==> src/rtl/core/dmc_pkg.sv <==
// Types and constants shared by the DHCP message classifier.
// This package has no dependencies. dmc_step and dhcp_message_classifier import it.
package dmc_pkg;

	// Phases of the per-datagram parse walk
	localparam logic [2:0] PH_HEADER = 3'd0;
	localparam logic [2:0] PH_CODE   = 3'd1;
	localparam logic [2:0] PH_LEN    = 3'd2;
	localparam logic [2:0] PH_DATA   = 3'd3;
	localparam logic [2:0] PH_DONE   = 3'd4;

	localparam logic [7:0] HDR_LAST_BYTE = 8'd239;
	localparam logic [7:0] MAGIC_AT      = 8'd236;

	localparam logic [15:0] PORT_V4_SERVER = 16'd67;
	localparam logic [15:0] PORT_V4_CLIENT = 16'd68;
	localparam logic [15:0] PORT_V6_CLIENT = 16'd546;
	localparam logic [15:0] PORT_V6_SERVER = 16'd547;

	localparam logic [7:0] OPT_PAD      = 8'd0;
	localparam logic [7:0] OPT_LEASE    = 8'd51;
	localparam logic [7:0] OPT_MSG_TYPE = 8'd53;
	localparam logic [7:0] OPT_RENEW    = 8'd58;
	localparam logic [7:0] OPT_REBIND   = 8'd59;
	localparam logic [7:0] OPT_END      = 8'd255;
	localparam logic [7:0] TIME_OPT_LEN = 8'd4;

	// DHCPv4 message type codes
	localparam logic [7:0] V4_DISCOVER = 8'd1;
	localparam logic [7:0] V4_OFFER    = 8'd2;
	localparam logic [7:0] V4_REQUEST  = 8'd3;
	localparam logic [7:0] V4_ACK      = 8'd5;
	// DHCPv6 message type codes
	localparam logic [7:0] V6_SOLICIT  = 8'd1;
	localparam logic [7:0] V6_RENEW    = 8'd5;
	localparam logic [7:0] V6_REPLY    = 8'd7;

	// Result kinds
	localparam logic [2:0] KIND_NONE     = 3'd0;
	localparam logic [2:0] KIND_ACK      = 3'd1;
	localparam logic [2:0] KIND_DISCOVER = 3'd2;
	localparam logic [2:0] KIND_OFFER    = 3'd3;
	localparam logic [2:0] KIND_REQUEST  = 3'd4;
	localparam logic [2:0] KIND_SOLICIT  = 3'd5;
	localparam logic [2:0] KIND_REPLY    = 3'd6;
	localparam logic [2:0] KIND_RENEW    = 3'd7;

	localparam logic [31:0] DEFAULT_EXPIRE_RESET = 32'd86400;

	typedef struct packed {
		logic [7:0]  header_offset;
		logic [2:0]  parse_phase;
		logic        packet_ok;
		logic [7:0]  option_code;
		logic [7:0]  option_length;
		logic [7:0]  bytes_left;
		logic [31:0] value_shift;
		logic        option_pending;
		logic [7:0]  message_type;
		logic [31:0] lease_value;
		logic [31:0] rebind_value;
		logic [31:0] renew_value;
		logic [7:0]  first_data;
		logic        v6_packet;
		logic        in_packet;
	} parse_state_t;

	typedef struct packed {
		logic [2:0]  msg_kind;
		logic        expire_valid;
		logic [31:0] expire_seconds;
	} result_t;

	localparam parse_state_t STATE_CLEAR = '{
		header_offset:  8'd0,
		parse_phase:    PH_HEADER,
		packet_ok:      1'b1,
		option_code:    8'd0,
		option_length:  8'd0,
		bytes_left:     8'd0,
		value_shift:    32'd0,
		option_pending: 1'b0,
		message_type:   8'd0,
		lease_value:    32'd0,
		rebind_value:   32'd0,
		renew_value:    32'd0,
		first_data:     8'd0,
		v6_packet:      1'b0,
		in_packet:      1'b0
	};

	// Magic cookie 0x63825363, one byte per header position
	function automatic logic [7:0] magic_byte(input logic [1:0] idx);
		logic [7:0] m;
		unique case (idx)
			2'd0: m = 8'h63;
			2'd1: m = 8'h82;
			2'd2: m = 8'h53;
			2'd3: m = 8'h63;
			default: m = 8'h00;
		endcase
		return m;
	endfunction

endpackage

==> src/rtl/core/dmc_step.sv <==
// One-byte update of the DHCP parse state, and the result for a last byte.
// Depends on dmc_pkg. This module is pure combinational logic, and the top level holds the registers.
module dmc_step (
	input  dmc_pkg::parse_state_t cur,
	input  logic [7:0]            byte_value,
	input  logic                  last_byte,
	input  logic [15:0]           udp_port,
	input  logic                  is_ipv6,
	input  logic [31:0]           default_expire,
	output dmc_pkg::parse_state_t nxt,
	output dmc_pkg::result_t      res
);
	import dmc_pkg::*;

	parse_state_t base;
	parse_state_t upd;
	logic [7:0]   left_dec;
	logic         port_v4_ok;
	logic         port_v6_ok;

	assign port_v4_ok = (udp_port == PORT_V4_SERVER) || (udp_port == PORT_V4_CLIENT);
	assign port_v6_ok = (udp_port == PORT_V6_CLIENT) || (udp_port == PORT_V6_SERVER);
	assign left_dec   = base.bytes_left - 8'd1;

	// A first byte starts from the cleared state, with the family and port check latched
	always_comb begin
		if (cur.in_packet) begin
			base = cur;
		end else begin
			base           = STATE_CLEAR;
			base.in_packet = 1'b1;
			base.v6_packet = is_ipv6;
			base.packet_ok = is_ipv6 ? port_v6_ok : port_v4_ok;
		end
	end

	always_comb begin
		upd = base;
		if (base.v6_packet) begin
			if (!cur.in_packet) begin
				upd.message_type = byte_value;
				upd.parse_phase  = PH_DONE;
			end
		end else begin
			unique case (base.parse_phase)
				PH_HEADER: begin
					if (base.header_offset >= MAGIC_AT &&
					    byte_value != magic_byte(2'(base.header_offset - MAGIC_AT)))
						upd.packet_ok = 1'b0;
					if (base.header_offset == HDR_LAST_BYTE)
						upd.parse_phase = PH_CODE;
					else
						upd.header_offset = base.header_offset + 8'd1;
				end
				PH_CODE: begin
					if (base.option_pending) begin
						upd.option_pending = 1'b0;
						if (base.option_code == OPT_MSG_TYPE) begin
							if (base.option_length != 8'd0)
								upd.message_type = base.first_data;
						end else if (base.option_length == TIME_OPT_LEN) begin
							if (base.option_code == OPT_LEASE)
								upd.lease_value = base.value_shift;
							else if (base.option_code == OPT_REBIND)
								upd.rebind_value = base.value_shift;
							else if (base.option_code == OPT_RENEW)
								upd.renew_value = base.value_shift;
						end
					end
					if (byte_value == OPT_END) begin
						upd.parse_phase = PH_DONE;
					end else if (byte_value != OPT_PAD) begin
						upd.option_code = byte_value;
						upd.parse_phase = PH_LEN;
					end
				end
				PH_LEN: begin
					upd.option_length = byte_value;
					upd.bytes_left    = byte_value;
					upd.value_shift   = 32'd0;
					upd.first_data    = 8'd0;
					if (byte_value == 8'd0) begin
						upd.option_pending = 1'b1;
						upd.parse_phase    = PH_CODE;
					end else begin
						upd.parse_phase = PH_DATA;
					end
				end
				PH_DATA: begin
					if (base.bytes_left == base.option_length)
						upd.first_data = byte_value;
					upd.value_shift = {base.value_shift[23:0], byte_value};
					upd.bytes_left  = left_dec;
					if (left_dec == 8'd0) begin
						upd.option_pending = 1'b1;
						upd.parse_phase    = PH_CODE;
					end
				end
				default: begin
				end
			endcase
		end
	end

	// After a last byte only in_packet matters; the rest is rebuilt on the next first byte
	always_comb begin
		nxt = upd;
		if (last_byte)
			nxt = STATE_CLEAR;
	end

	always_comb begin
		res = '{msg_kind: KIND_NONE, expire_valid: 1'b0, expire_seconds: 32'd0};
		if (upd.v6_packet) begin
			if (upd.packet_ok) begin
				priority if (upd.message_type == V6_SOLICIT) res.msg_kind = KIND_SOLICIT;
				else if (upd.message_type == V6_REPLY)       res.msg_kind = KIND_REPLY;
				else if (upd.message_type == V6_RENEW)       res.msg_kind = KIND_RENEW;
			end
		end else if (upd.packet_ok && upd.parse_phase != PH_HEADER) begin
			res.expire_valid = 1'b1;
			priority if (upd.renew_value != 32'd0)  res.expire_seconds = upd.renew_value;
			else if (upd.rebind_value != 32'd0)     res.expire_seconds = upd.rebind_value;
			else if (upd.lease_value != 32'd0)      res.expire_seconds = upd.lease_value;
			else                                    res.expire_seconds = default_expire;
			priority if (upd.message_type == V4_ACK)  res.msg_kind = KIND_ACK;
			else if (upd.message_type == V4_DISCOVER) res.msg_kind = KIND_DISCOVER;
			else if (upd.message_type == V4_OFFER)    res.msg_kind = KIND_OFFER;
			else if (upd.message_type == V4_REQUEST)  res.msg_kind = KIND_REQUEST;
		end
	end

endmodule

==> src/rtl/core/dhcp_message_classifier.sv <==
// Top level of the DHCP message classifier: input register, parse state and result register.
// Depends on dmc_pkg and dmc_step.
//
// The block takes a UDP payload one byte per request, with udp_port and is_ipv6 sampled on
// the first byte. It gives exactly one result request on the byte marked last_byte.
// DHCPv4 needs port 67 or 68, at least 240 header bytes and the magic cookie at bytes 236 to
// 239. The block then walks the options and picks up the message type (53) and the lease
// (51), renew (58) and rebind (59) times, with a later option overriding an earlier one.
// An option whose data ends on the final byte is not applied. expire_seconds is the first
// nonzero value of renew, rebind and lease, or else default_expire_seconds as written through
// cfg_we/cfg_wdata (86400 after reset). DHCPv6 needs port 546 or 547 and classifies the first
// byte only. A rejected datagram gives kind none with expire_valid and expire_seconds at zero.
// Throughput: one byte per clock, sustained while no last byte is held back. Each byte sits in
// the input register and is folded into the parse state at the edge that moves it on. A last byte
// also loads the result register at that edge, which raises out_valid. out_stall holds back only
// a last byte that meets a full result register. Ordinary bytes keep flowing while a result waits,
// and there is no reset sweep.
module dhcp_message_classifier (
	input  logic        clk,
	input  logic        arst_n,
	// byte requests
	input  logic        in_valid,
	output logic        in_stall,
	input  logic [7:0]  byte_value,
	input  logic        last_byte,
	input  logic [15:0] udp_port,
	input  logic        is_ipv6,
	// result requests
	output logic        out_valid,
	input  logic        out_stall,
	output logic [2:0]  msg_kind,
	output logic        expire_valid,
	output logic [31:0] expire_seconds,
	// configuration: default_expire_seconds
	input  logic        cfg_we,
	input  logic [31:0] cfg_wdata
);
	import dmc_pkg::*;

	// input register
	logic        valid_s1;
	logic [7:0]  byte_value_s1;
	logic        last_byte_s1;
	logic [15:0] udp_port_s1;
	logic        is_ipv6_s1;

	logic [31:0]  default_expire_q;
	parse_state_t state_q;
	parse_state_t state_nxt;
	result_t      res_nxt;

	logic    out_valid_q;
	result_t result_q;

	logic in_accept;
	logic out_free;
	logic process;
	logic emit;

	// The result slot is free if it is empty, or if it drains this edge
	assign out_free  = !out_valid_q || !out_stall;
	// The held byte moves on unless it is a last byte that finds the result slot occupied
	assign process   = valid_s1 && (!last_byte_s1 || out_free);
	assign emit      = process && last_byte_s1;
	assign in_stall  = valid_s1 && !process;
	assign in_accept = in_valid && !in_stall;

	always_ff @(posedge clk or negedge arst_n) begin
		if (!arst_n) begin
			valid_s1 <= 1'b0;
		end else begin
			if (in_accept)
				valid_s1 <= 1'b1;
			else if (process)
				valid_s1 <= 1'b0;
		end
	end

	always_ff @(posedge clk) begin
		if (in_accept) begin
			byte_value_s1 <= byte_value;
			last_byte_s1  <= last_byte;
			udp_port_s1   <= udp_port;
			is_ipv6_s1    <= is_ipv6;
		end
	end

	always_ff @(posedge clk or negedge arst_n) begin
		if (!arst_n) begin
			default_expire_q <= DEFAULT_EXPIRE_RESET;
		end else if (cfg_we) begin
			default_expire_q <= cfg_wdata;
		end
	end

	dmc_step u_step (
		.cur            (state_q),
		.byte_value     (byte_value_s1),
		.last_byte      (last_byte_s1),
		.udp_port       (udp_port_s1),
		.is_ipv6        (is_ipv6_s1),
		.default_expire (default_expire_q),
		.nxt            (state_nxt),
		.res            (res_nxt)
	);

	always_ff @(posedge clk or negedge arst_n) begin
		if (!arst_n) begin
			state_q <= STATE_CLEAR;
		end else if (process) begin
			state_q <= state_nxt;
		end
	end

	// result register
	always_ff @(posedge clk or negedge arst_n) begin
		if (!arst_n) begin
			out_valid_q <= 1'b0;
		end else begin
			if (emit)
				out_valid_q <= 1'b1;
			else if (!out_stall)
				out_valid_q <= 1'b0;
		end
	end

	always_ff @(posedge clk) begin
		if (emit)
			result_q <= res_nxt;
	end

	assign out_valid      = out_valid_q;
	assign msg_kind       = result_q.msg_kind;
	assign expire_valid   = result_q.expire_valid;
	assign expire_seconds = result_q.expire_seconds;

	// A last byte closes its datagram
	a_last_closes: assert property (@(posedge clk) disable iff (!arst_n)
		emit |=> !state_q.in_packet)
		else $error("parse state still open after a last byte");

	// A pending result is never overwritten
	a_no_overwrite: assert property (@(posedge clk) disable iff (!arst_n)
		(out_valid_q && out_stall) |-> !emit)
		else $error("result register overwritten while stalled");

	// An expiry comes only with a DHCPv4 kind
	a_v4_kind: assert property (@(posedge clk) disable iff (!arst_n)
		(out_valid_q && result_q.expire_valid) |->
		(result_q.msg_kind != KIND_SOLICIT && result_q.msg_kind != KIND_REPLY &&
		 result_q.msg_kind != KIND_RENEW))
		else $error("expiry reported with a DHCPv6 kind");

	// Without a checked header, no expiry value is reported
	a_expire_zero: assert property (@(posedge clk) disable iff (!arst_n)
		(out_valid_q && !result_q.expire_valid) |-> result_q.expire_seconds == 32'd0)
		else $error("expiry value without a valid DHCPv4 header");

endmodule

==> config.mk <==
export PLATFORM = sky130hd
export DESIGN_NAME = dhcp_message_classifier
export DESIGN_NICKNAME = d
export VERILOG_FILES = /design/src/rtl/core/dmc_pkg.sv /design/src/rtl/core/dmc_step.sv /design/src/rtl/core/dhcp_message_classifier.sv
export SDC_FILE = /design/constraint.sdc
export NUM_CORES = 1
export LEC_CHECK = 0
export ABC_AREA = 1
export BUFFER_PORTS_ARGS = -buffer_cell sky130_fd_sc_hd__buf_4
export CAP_MARGIN = 30
export CELL_PAD_IN_SITES_DETAIL_PLACEMENT = 1
export CELL_PAD_IN_SITES_GLOBAL_PLACEMENT = 2
export CORE_ASPECT_RATIO = 0.5
export CORE_UTILIZATION = 39
export DETAILED_ROUTE_END_ITERATION = 16
export PLACE_DENSITY = 0.95
export SLEW_MARGIN = 30
export SYNTH_ARGS = -nofsm -noshare
export SYNTH_HDL_FRONTEND = slang
export SYNTH_SLANG_ARGS = --single-unit
==> constraint.sdc <==
create_clock -name clk -period 6.15 [get_ports clk]
set_input_delay 0.615 -clock clk [delete_from_list [all_inputs] [get_ports clk]]
set_output_delay 0.615 -clock clk [all_outputs]
set_load 0.05 [all_outputs]
# Word level (Yosys, flattened, before mapping)
# Cells that the tools add are included.
# W data, S select, Z words.
dict set report word_totals {
  regBits 279
  latch_bits 0
  ramBits 0
  mem_bits_ro 0
  out_inout_bits 38
  word_cells 144
  n_memories 0
}
dict set report classes {
  n_addsub 3
  n_mul 0
  n_div 0
  magnitude_cmp 1
  n_eq_ne 25
  shift 0
  n_mux 61
  bitwise 1
  reduce_logical 28
}
# operator count
set ops {}
lappend ops {{$mux W183} 2}
lappend ops {{$mux W104} 3}
lappend ops {{$mux W32} 7}
lappend ops {{$mux W96} 2}
lappend ops {{$mux W8} 14}
lappend ops {{$reduce_bool A32 Y1} 3}
lappend ops {{$pmux W40 S2} 1}
lappend ops {{$mux W64} 1}
lappend ops {{$mux W58} 1}
lappend ops {{$mux W3} 15}
lappend ops {{$mux W36} 1}
lappend ops {{$eq A16 B10 Y1 const B} 2}
lappend ops {{$eq A16 B7 Y1 const B} 2}
lappend ops {{$eq A8 B6 Y1 const B} 4}
lappend ops {{$eq A8 B3 Y1 const B} 3}
lappend ops {{$pmux W8 S3} 1}
lappend ops {{$eq A8 B2 Y1 const B} 2}
lappend ops {{$eq A8 B8 Y1 const B} 2}
lappend ops {{$logic_not A8 Y1} 2}
lappend ops {{$pmux W8 S2} 1}
lappend ops {{$reduce_bool A8 Y1} 2}
lappend ops {{$pmux W3 S4} 1}
lappend ops {{$mux W1} 9}
lappend ops {{$add A8 B1 Y8 const B} 1}
lappend ops {{other kinds (22)} 37}

# Longest topological paths before layout
# Gate-level depths: netlist of the first run.
dict set report depth {
  ltp_word 20
  ltp_mapped 22
  mapped_depth_nobuf 19
}

# Cells and area by module
# From an unflattened synthesis of the first run, not the netlist that was laid out.
dict set report unflattened {
  cells_unflattened 2535
  area_unflattened_um2 17421.7
}
# module n_inst cells_per_inst area_each_um2 seq_area_each_um2
set modules_own_cells {}
lappend modules_own_cells {dhcp_message_classifier 1 1003 10450.0 7299.5}
lappend modules_own_cells {dmc_step 1 1532 6971.7 0.0}

# Least setup slack after synthesis of the first run
# Ideal clock, no wire load.
dict set report synth_path {
  path_kind {register -> register}
  startpoint {register state_q[0] (netlist name)}
  endpoint {register result_q, in the netlist msg_kind[2] (data pin)}
  arrival_time_ps 3126
  required_time_ps 5891
  path_slack_ps 2765
  path_stages_with_launch 22
  path_cell_list {dfrtp_1 -> buf_6 -> buf_4 -> buf_2 -> buf_2 -> buf_2 -> buf_2 -> buf_1 -> nand2_1 -> ha_1 -> nand2_1 -> o21ai_0 -> nor4_1 -> nand2_1 -> nand2_1 -> o21ai_0 -> nor2_1 -> nand2_1 -> clkinv_1 -> buf_2 -> nand2_1 -> nand3_1}
}
# item line
set synth_lines {}
lappend synth_lines {{start: declaration} dhcp_message_classifier.sv:48} ;# parse_state_t state_q;
lappend synth_lines {{start signal: assignment} dhcp_message_classifier.sv:111} ;# state_q <= state_nxt;
lappend synth_lines {{end signal: assignment} dhcp_message_classifier.sv:129} ;# result_q <= res_nxt;
lappend synth_lines {{end: declaration} dhcp_message_classifier.sv:53} ;# result_t result_q;

# Worst setup path in the final report of the first run
dict set report layout_path {
  startpoint {register state_q[0] (netlist name)}
  endpoint {register result_q, in the netlist expire_seconds[31] (data pin)}
}
dict set report layout_via {
  elab_chain_len 15
  elab_cells_between_ends 55
  classes_between {2 x add/sub; 1 x order compare; 13 x eq/ne; 27 x mux; 1 x bitwise; 11 x reduce/logical}
}
# item line
set layout_lines {}
lappend layout_lines {{$mux W183} dmc_step.sv:27} ;# if (cur.in_packet) begin
lappend layout_lines {{$sub A2 B1 Y2} dmc_step.sv:48} ;# byte_value != magic_byte(2'(base.header_offset - MAGIC_AT)))
lappend layout_lines {{$eq A2 B2 Y1 or $logic_not A2 Y1 (tied branches)} dmc_pkg.sv:95} ;# unique case (idx)
lappend layout_lines {{$reduce_or A2 Y1 (no line)} -}
lappend layout_lines {{$pmux W8 S3} dmc_pkg.sv:95}
lappend layout_lines {{$mux W8} dmc_step.sv:45} ;# unique case (base.parse_phase)
lappend layout_lines {{$mux W8} dmc_step.sv:39} ;# if (base.v6_packet) begin
lappend layout_lines {{$ne A8 B8 Y1} dmc_step.sv:48}
lappend layout_lines {{$logic_and A1 B1 Y1} dmc_step.sv:47} ;# if (base.header_offset >= MAGIC_AT &&
lappend layout_lines {{$mux W1} dmc_step.sv:47}
lappend layout_lines {{$mux W1} dmc_step.sv:45}
lappend layout_lines {{$mux W58} dmc_step.sv:39}
lappend layout_lines {{$logic_and A1 B1 Y1} dmc_step.sv:120} ;# end else if (upd.packet_ok && upd.parse_phase != PH_HEADER) begin
lappend layout_lines {{$not A1 Y1 (no line)} -}
lappend layout_lines {{$reduce_or A2 Y1 (no line)} -}
# Parallel ways exist; a longest one is shown, timed or not. The select of a mux whose other input is x is not followed.
# A chain may end at the register's enable or synchronous reset.

==> flow_metrics.env, run 1 <==
export IMPL_status="completed"
export IMPL_cp_slowest_stage_delay_ns=0.72
export IMPL_yosys_warnings=0
export IMPL_dieArea_um2=40100
export IMPL_crit_path_frequent_cell="nand2_1"
export IMPL_slew_viol_final=0
export IMPL_first_pass_iters=5
export IMPL_powerDensity_nw_per_um2=252
export IMPL_crit_family="buffers and inverters"
export IMPL_dr_wl_met2_mm=22.4
export IMPL_syn_nets=2075
export IMPL_stdcell_count=2585
export IMPL_clkPwrFrac_pct=44.1
export IMPL_crit_slowest_cell="dfrtp_4"
export IMPL_drc=0
export IMPL_crit_type="flop to flop"
export IMPL_grt_pass1_wl_mm=84.3
export IMPL_h_tree_depth=1
export IMPL_syn2layout_area_growth_pct=14.1
export IMPL_ys_seq_area_share_pct=47.7
export IMPL_final_common_cell="nand2_1"
export IMPL_end_kind="flop"
export IMPL_clk_pin_slew_ns=0.07
export IMPL_setup_violations=0
export IMPL_globalRouteTotalUtil_pct=26.9
export IMPL_seq_power_share_pct=45.6
export IMPL_vias=14512
export IMPL_antenna_found_initial=0
export IMPL_p_int_mw=3.18
export IMPL_synth_area_um2=15300
export IMPL_hold_viol=0
export IMPL_die_h_um=142
export IMPL_numPortBuffers=100
export IMPL_fin_crit_sh_pct=75.3
export IMPL_switchingPower_mw=1.21
export IMPL_maxCapViolCount=0
export IMPL_worstPathRequired_ns=6.48
export IMPL_cp_num_buf_inv=5
export IMPL_wl_met3_mm=3.77
export IMPL_ir_worst_vdd_mv=0.213
export IMPL_cts_sinks=279
export IMPL_ant_nets=0
export IMPL_timing_fmax_mhz=216
export IMPL_swShare_pct=27.6
export IMPL_drive_gt1_share_pct=10.6
export IMPL_wirelength_mm=52.8
export IMPL_combPwrFrac_pct=10.3
export IMPL_cp_data_arrival_time_ns=4.96
export IMPL_relSlewSlack_pct=35.2
export IMPL_crit_path_start_kind="flop"
export IMPL_setup_tns_final_ns=0
export IMPL_start_util_pct=40.2
export IMPL_timing_final_ws_setup_ns=1.52
export IMPL_dp_hpwl_mm=35.0
export IMPL_core_area_um2=38000
export IMPL_p_leak_nw=8.28
export IMPL_top_level_ports=101
export IMPL_wire_per_inst_um=20.4
export IMPL_top_layer="met4"
export IMPL_synthAdderAreaFrac_pct=0.491
export IMPL_path_cells="buf_4 > buf_4 > nand2_1 > inv_1 > nand2_1 > nor2_1 > nand3_2 > buf_4 > nand2_1 > o21ai_1 > nor2_1 > nand2_1 > nor2_1 > nand2_1 > nor2_2 > buf_4 > nand3_1 > nand3_1 > a21oi_1"
export IMPL_synth_top_family_by_area="simple AND/OR/NAND/NOR gates"
export IMPL_ctsRootBufferMaster="clkbuf_16"
export IMPL_num_rows=50
export IMPL_synth_async_reset_ratio_pct=77.8
export IMPL_clock_skew_ns=0.0163
export IMPL_pre_cts_slack_ns=1.69
export IMPL_synth_cell_types=48
export IMPL_dieWidth_um=282
export IMPL_dp_cells=2532
export IMPL_avgViaCountPerCell=5.61
export IMPL_drt_initial_drc_count=1289
export IMPL_worstMarginPinSlew_ns=0.972
export IMPL_numCtsBuffers=29
export IMPL_holdBufCountCts=0
export IMPL_fin_util_pct=45.9
export IMPL_post_cts_setup_buffers=0
export IMPL_final_cell_mix="nand2_1, dfrtp_1, o21ai_0"
export IMPL_cts_resized=0
export IMPL_period_needed_ns=4.63
export IMPL_gp_congestion=0.867
export IMPL_grt_overflow_total=0
export IMPL_synth_seq_cells=279
export IMPL_cts_tree="done"
export IMPL_holdWs_ns=0.0414
export IMPL_synth_edf_count=62
export IMPL_synthXorXnorAreaFrac_pct=0.630
export IMPL_grt_max_degree=128
export IMPL_crit_fanout=51
export IMPL_synthMuxAreaShare_pct=0.147
export IMPL_design_area_um2=17500
export IMPL_yosys_most_used_dff="dfrtp_1"
export IMPL_hold_class="input port to async pin"
export IMPL_rsz0062_at_grt="no"
export IMPL_synth_compound_area_share_pct=16.5
export IMPL_yosys_area_share_simple_pct=26.3
export IMPL_n_antenna_cell=0
export IMPL_clock_latency_ns=0.58
export IMPL_synth_cells=2006
export IMPL_placed_area_um2=16400
export IMPL_fin_nets=2112
export IMPL_wl_met1_mm=25.3
export IMPL_clk_path_buf_depth=3
export IMPL_fin_total_pwr_mw=4.40
export IMPL_syn_avg_cell_area_um2=7.63
export IMPL_grt_pass1_vias=14712
export IMPL_reg2reg_setup_slack_ns=1.52
power groups by stage:
stage	Combinational (mW)	Sequential, mW	Clock [mW]
2_1_floorplan	0.238	2.06	0
3_3_place_gp	0.445	2.04	0
3_5_place_dp	0.452	2.04	0
4_1_cts	0.454	2.01	1.97
5_1_grt	0.497	2.01	2.04
6_report	0.452	2.01	1.94
worst paths after layout:
| kind | to | from | cells past startpoint |
|---|---|---|---|
| min in group clk | udp_port_s1[8] | udp_port[8] | 1 |
| min | state_q[161] | arst_n | 1 |
| max | expire_seconds[31] | state_q[0] | 19 |
| max reg2reg | expire_seconds[31] | state_q[0] | 19 |
| min reg2reg | state_q[46] | state_q[46] | 2 |
| max in group asynchronous | default_expire_q[1] | arst_n | 2 |
metal layers:
metal  vias to the layer above  GRT usage, %
met5                         -             0
met2                       444          39.9
met3                        92          4.51
met1                      7212          40.4
li1                       6764             -
met4                         0          7.06
kinds of logic after synthesis:
group,after synthesis
AND/OR/NAND/NOR,965
AO/OA/AOI/OAI,430
buffers and inverters,313
flip-flops,279
XOR/XNOR,11
adder cells (fa/ha/maj),6
multiplexers,2
cell type report:
class,count,area (um2)
inverters,187,702
well taps,520,651
clock buffers,38,822
fillers,4719,20600
clock inverters,15,198
repair buffers,132,1010
multi-input cells,1414,6770
flip-flops and latches,279,7300
worst reg2reg max path: cells and delay by family, from the launching register on:
kind            cells  cell delay, ns
flops               1            0.72
simple gates       12            1.67
buf+inv             5            1.73
compound gates      2            0.25
synth_stat cells (7+ instances only):
cell,instances,area (um2)
dfrtp_1,211,5280
buf_1,8,30.0
a211oi_1,9,67.6
nor2_1,106,398
nor3_1,38,190
nand3_1,85,425
o22ai_1,24,150
a22o_1,36,315
nor4_1,8,50.1
inv_1,180,676
nand2_1,655,2460
a21oi_1,51,255
xor2_1,8,70.1
buf_2,32,160
a32o_1,7,70.1
o221ai_1,8,70.1
o32ai_1,17,149
clkbuf_1,79,297
edfxtp_1,62,1860
o21ai_1,56,280
o21ai_0,203,1020
nand4_1,50,313
sequential cells by signal, indices dropped and copies added, names as in the netlist:
name and flops:
state_q 183, default_expire_q 32, expire_seconds 32, udp_port_s1 16, byte_value_s1 8, msg_kind 3
expire_valid 1, is_ipv6_s1 1, last_byte_s1 1, out_valid 1, valid_s1 1
No activity file was read; power rests on OpenSTA's default activity.
==> inputs of run 2 (changes only) <==
Settings changed: CORE_UTILIZATION 39 to 33, PLACE_DENSITY 0.95 to 0.86.
Clock period 6.15 ns to 3.9 ns, I/O delays scaled along.
==> flow_metrics.env, run 2 (synthesis results as in run 1) <==
export IMPL_status="completed"
export IMPL_syn2layout_area_growth_pct=19.9
export IMPL_rr_endpoint="expire_seconds[27]"
export IMPL_worstMarginPinSlew_ns=0.807
export IMPL_swShare_pct=28.1
export IMPL_fin_total_pwr_mw=6.68
export IMPL_grt_pass1_vias=14778
export IMPL_ff_latch_area_um2=7300
export IMPL_crit_path_start_kind="flop"
export IMPL_cp_depth=18
export IMPL_relSlewSlack_pct=46.2
export IMPL_hold_class="input port to flop"
export IMPL_cts_tree="done"
export IMPL_cp_slowest_stage_delay_ns=0.58
export IMPL_reg2regPathDepth=18
export IMPL_switchingPower_mw=1.88
export IMPL_ctsRootBufferMaster="clkbuf_16"
export IMPL_dp_hpwl_mm=35.7
export IMPL_cts_sinks=279
export IMPL_drc=0
export IMPL_clock_skew_ns=0.00962
export IMPL_holdWs_ns=0.0212
export IMPL_worstPathRequired_ns=4.32
export IMPL_die_h_um=154
export IMPL_ant_nets=0
export IMPL_clock_latency_ns=0.58
export IMPL_setup_violations=0
export IMPL_h_tree_depth=1
export IMPL_first_pass_iters=5
export IMPL_avgViaCountPerCell=5.29
export IMPL_top_level_ports=101
export IMPL_combPwrFrac_pct=11.9
export IMPL_fin_nets=2195
export IMPL_setup_worst_path_end="expire_seconds[27]"
export IMPL_dieWidth_um=307
export IMPL_fin_crit_sh_pct=93.9
export IMPL_num_rows=55
export IMPL_end_kind="flop"
export IMPL_crit_fanout=20
export IMPL_wire_per_inst_um=19.7
export IMPL_setup_tns_final_ns=0
export IMPL_ir_worst_vdd_mv=0.265
export IMPL_reg2reg_setup_slack_ns=0.24
export IMPL_grt_overflow_total=0
export IMPL_hold_viol=0
export IMPL_largest_reg_flops=183
export IMPL_final_cell_mix="nand2_1, dfrtp_1, o21ai_0"
export IMPL_grt_pass1_wl_mm=85.3
export IMPL_crit_family="simple AND/OR/NAND/NOR gates"
export IMPL_seq_power_share_pct=47.1
export IMPL_clk_path_buf_depth=3
export IMPL_dieArea_um2=47300
export IMPL_clkPwrFrac_pct=41.0
export IMPL_numCtsBuffers=29
export IMPL_globalRouteTotalUtil_pct=22.8
export IMPL_core_area_um2=45500
export IMPL_regMostFlops="state_q"
export IMPL_final_common_cell="nand2_1"
export IMPL_cp_num_buf_inv=4
export IMPL_cp_data_arrival_time_ns=4.09
export IMPL_crit_slowest_cell="dfrtp_4"
export IMPL_start_util_pct=33.6
export IMPL_numPortBuffers=100
export IMPL_clk_pin_slew_ns=0.07
export IMPL_setup_worst_path_start="state_q[0]"
export IMPL_crit_type="flop to flop"
export IMPL_vias=14681
export IMPL_path_cells="buf_4 > nand2_1 > nand2_1 > nor2_4 > nand3_1 > inv_4 > buf_4 > nand4_1 > nand2_1 > nand2_1 > nor2_1 > nand2_1 > nor2_1 > nand2_1 > buf_12 > o21ai_0 > nand2_1 > a21oi_1"
export IMPL_gp_congestion=0.827
export IMPL_maxCapViolCount=0
export IMPL_wirelength_mm=54.6
export IMPL_slew_viol_final=0
export IMPL_powerDensity_nw_per_um2=364
export IMPL_drive_gt1_share_pct=12.6
export IMPL_drt_initial_drc_count=1215
export IMPL_p_leak_nw=8.64
export IMPL_fin_util_pct=40.3
export IMPL_period_needed_ns=3.66
export IMPL_multi_input_area_um2=6830
export IMPL_antenna_found_initial=0
export IMPL_timing_fmax_mhz=273
export IMPL_worstReg2RegStart="state_q[0]"
export IMPL_grt_max_degree=109
export IMPL_fill_cells=5534
export IMPL_p_int_mw=4.80
export IMPL_crit_path_frequent_cell="nand2_1"
export IMPL_n_antenna_cell=0
run 2: changes by cell type in the layout (fill, tap and decap cells not counted), moves of 2 or more:
cell           previous run  this run
nand3_2                   3         1
o21ai_1                  56        60
buf_12                    1        11
dlygate4sd3_1             0        27
buf_4                   129       171
clkinvlp_4                5         0
bufinv_16                 4         1
nor2_2                    9        11
clkbuf_1                  5        12
clkbuf_16                31        29
nand3_4                   1         5
nor2_1                  102        99
clkinv_2                  3         6
o21ai_0                 203       199
run 2: worst min-delay path, stage by stage:
cell and delay [ns]:
buf_4 0.07, nand2_1 0.04, o21ai_0 0.05
run 2: timing repair:
action	in CTS	in global routing
hold buffers	27	0
resized for setup	0	15
setup endpoints to repair	0	32
endpoints found under the hold margin	114	0
buffers inserted	0	2
run 2: power groups by stage:
stage                     Sequential, mW  Clock [mW]  Combinational [mW]
final                               3.15        2.74               0.796
after global routing                3.16        2.90               0.865
after CTS                           3.16        2.80               0.772
after detailed placement            3.21           0               0.748
after global placement              3.21           0               0.739
after floorplan                     3.25           0               0.375
run 2: worst min path at each step:
stage,cells after the start,slack [ns],from,end
3_3_place_gp,2,0.46,state_q[61],state_q[61]
4_1_cts,3,0.002,out_stall,out_valid
2_1_floorplan,0,0.09,arst_n,default_expire_q[0]
3_5_place_dp,2,0.47,state_q[49],state_q[49]
6_report,3,0.02,cfg_wdata[23],default_expire_q[23]
5_1_grt,3,0.03,cfg_wdata[25],default_expire_q[25]
run 2: through the flow:
step           std cells  instance area [um2]  setup slack (ns)
2_1_floorplan       2006                15300             0.515
3_3_place_gp        2690                17100             0.207
3_5_place_dp        2691                17100            0.0885
4_1_cts             2771                18200            0.0649
5_1_grt             2775                18300          -0.00344
6_report            2775                18300             0.236
run 2: area by class of cell:
| class | count | area share, % |
|---|---|---|
| multi-input combinational | 1416 | 37.2 |
| clock buffer | 44 | 4.43 |
| tap | 627 | 4.28 |
| inverter | 187 | 3.84 |
| timing repair buffer | 213 | 10.0 |
| clock inverter | 9 | 0.396 |
| sequential | 279 | 39.8 |
run 2: routing by layer:
layer,routed length [um],vias up,part of all wire [%],global-route usage [%]
met5,0,-,0,0
met4,1030,0,1.9,4.83
met3,3110,65,5.7,3.52
met2,24100,348,44,35.7
met1,26300,7325,48,33.1
li1,-,6943,-,-
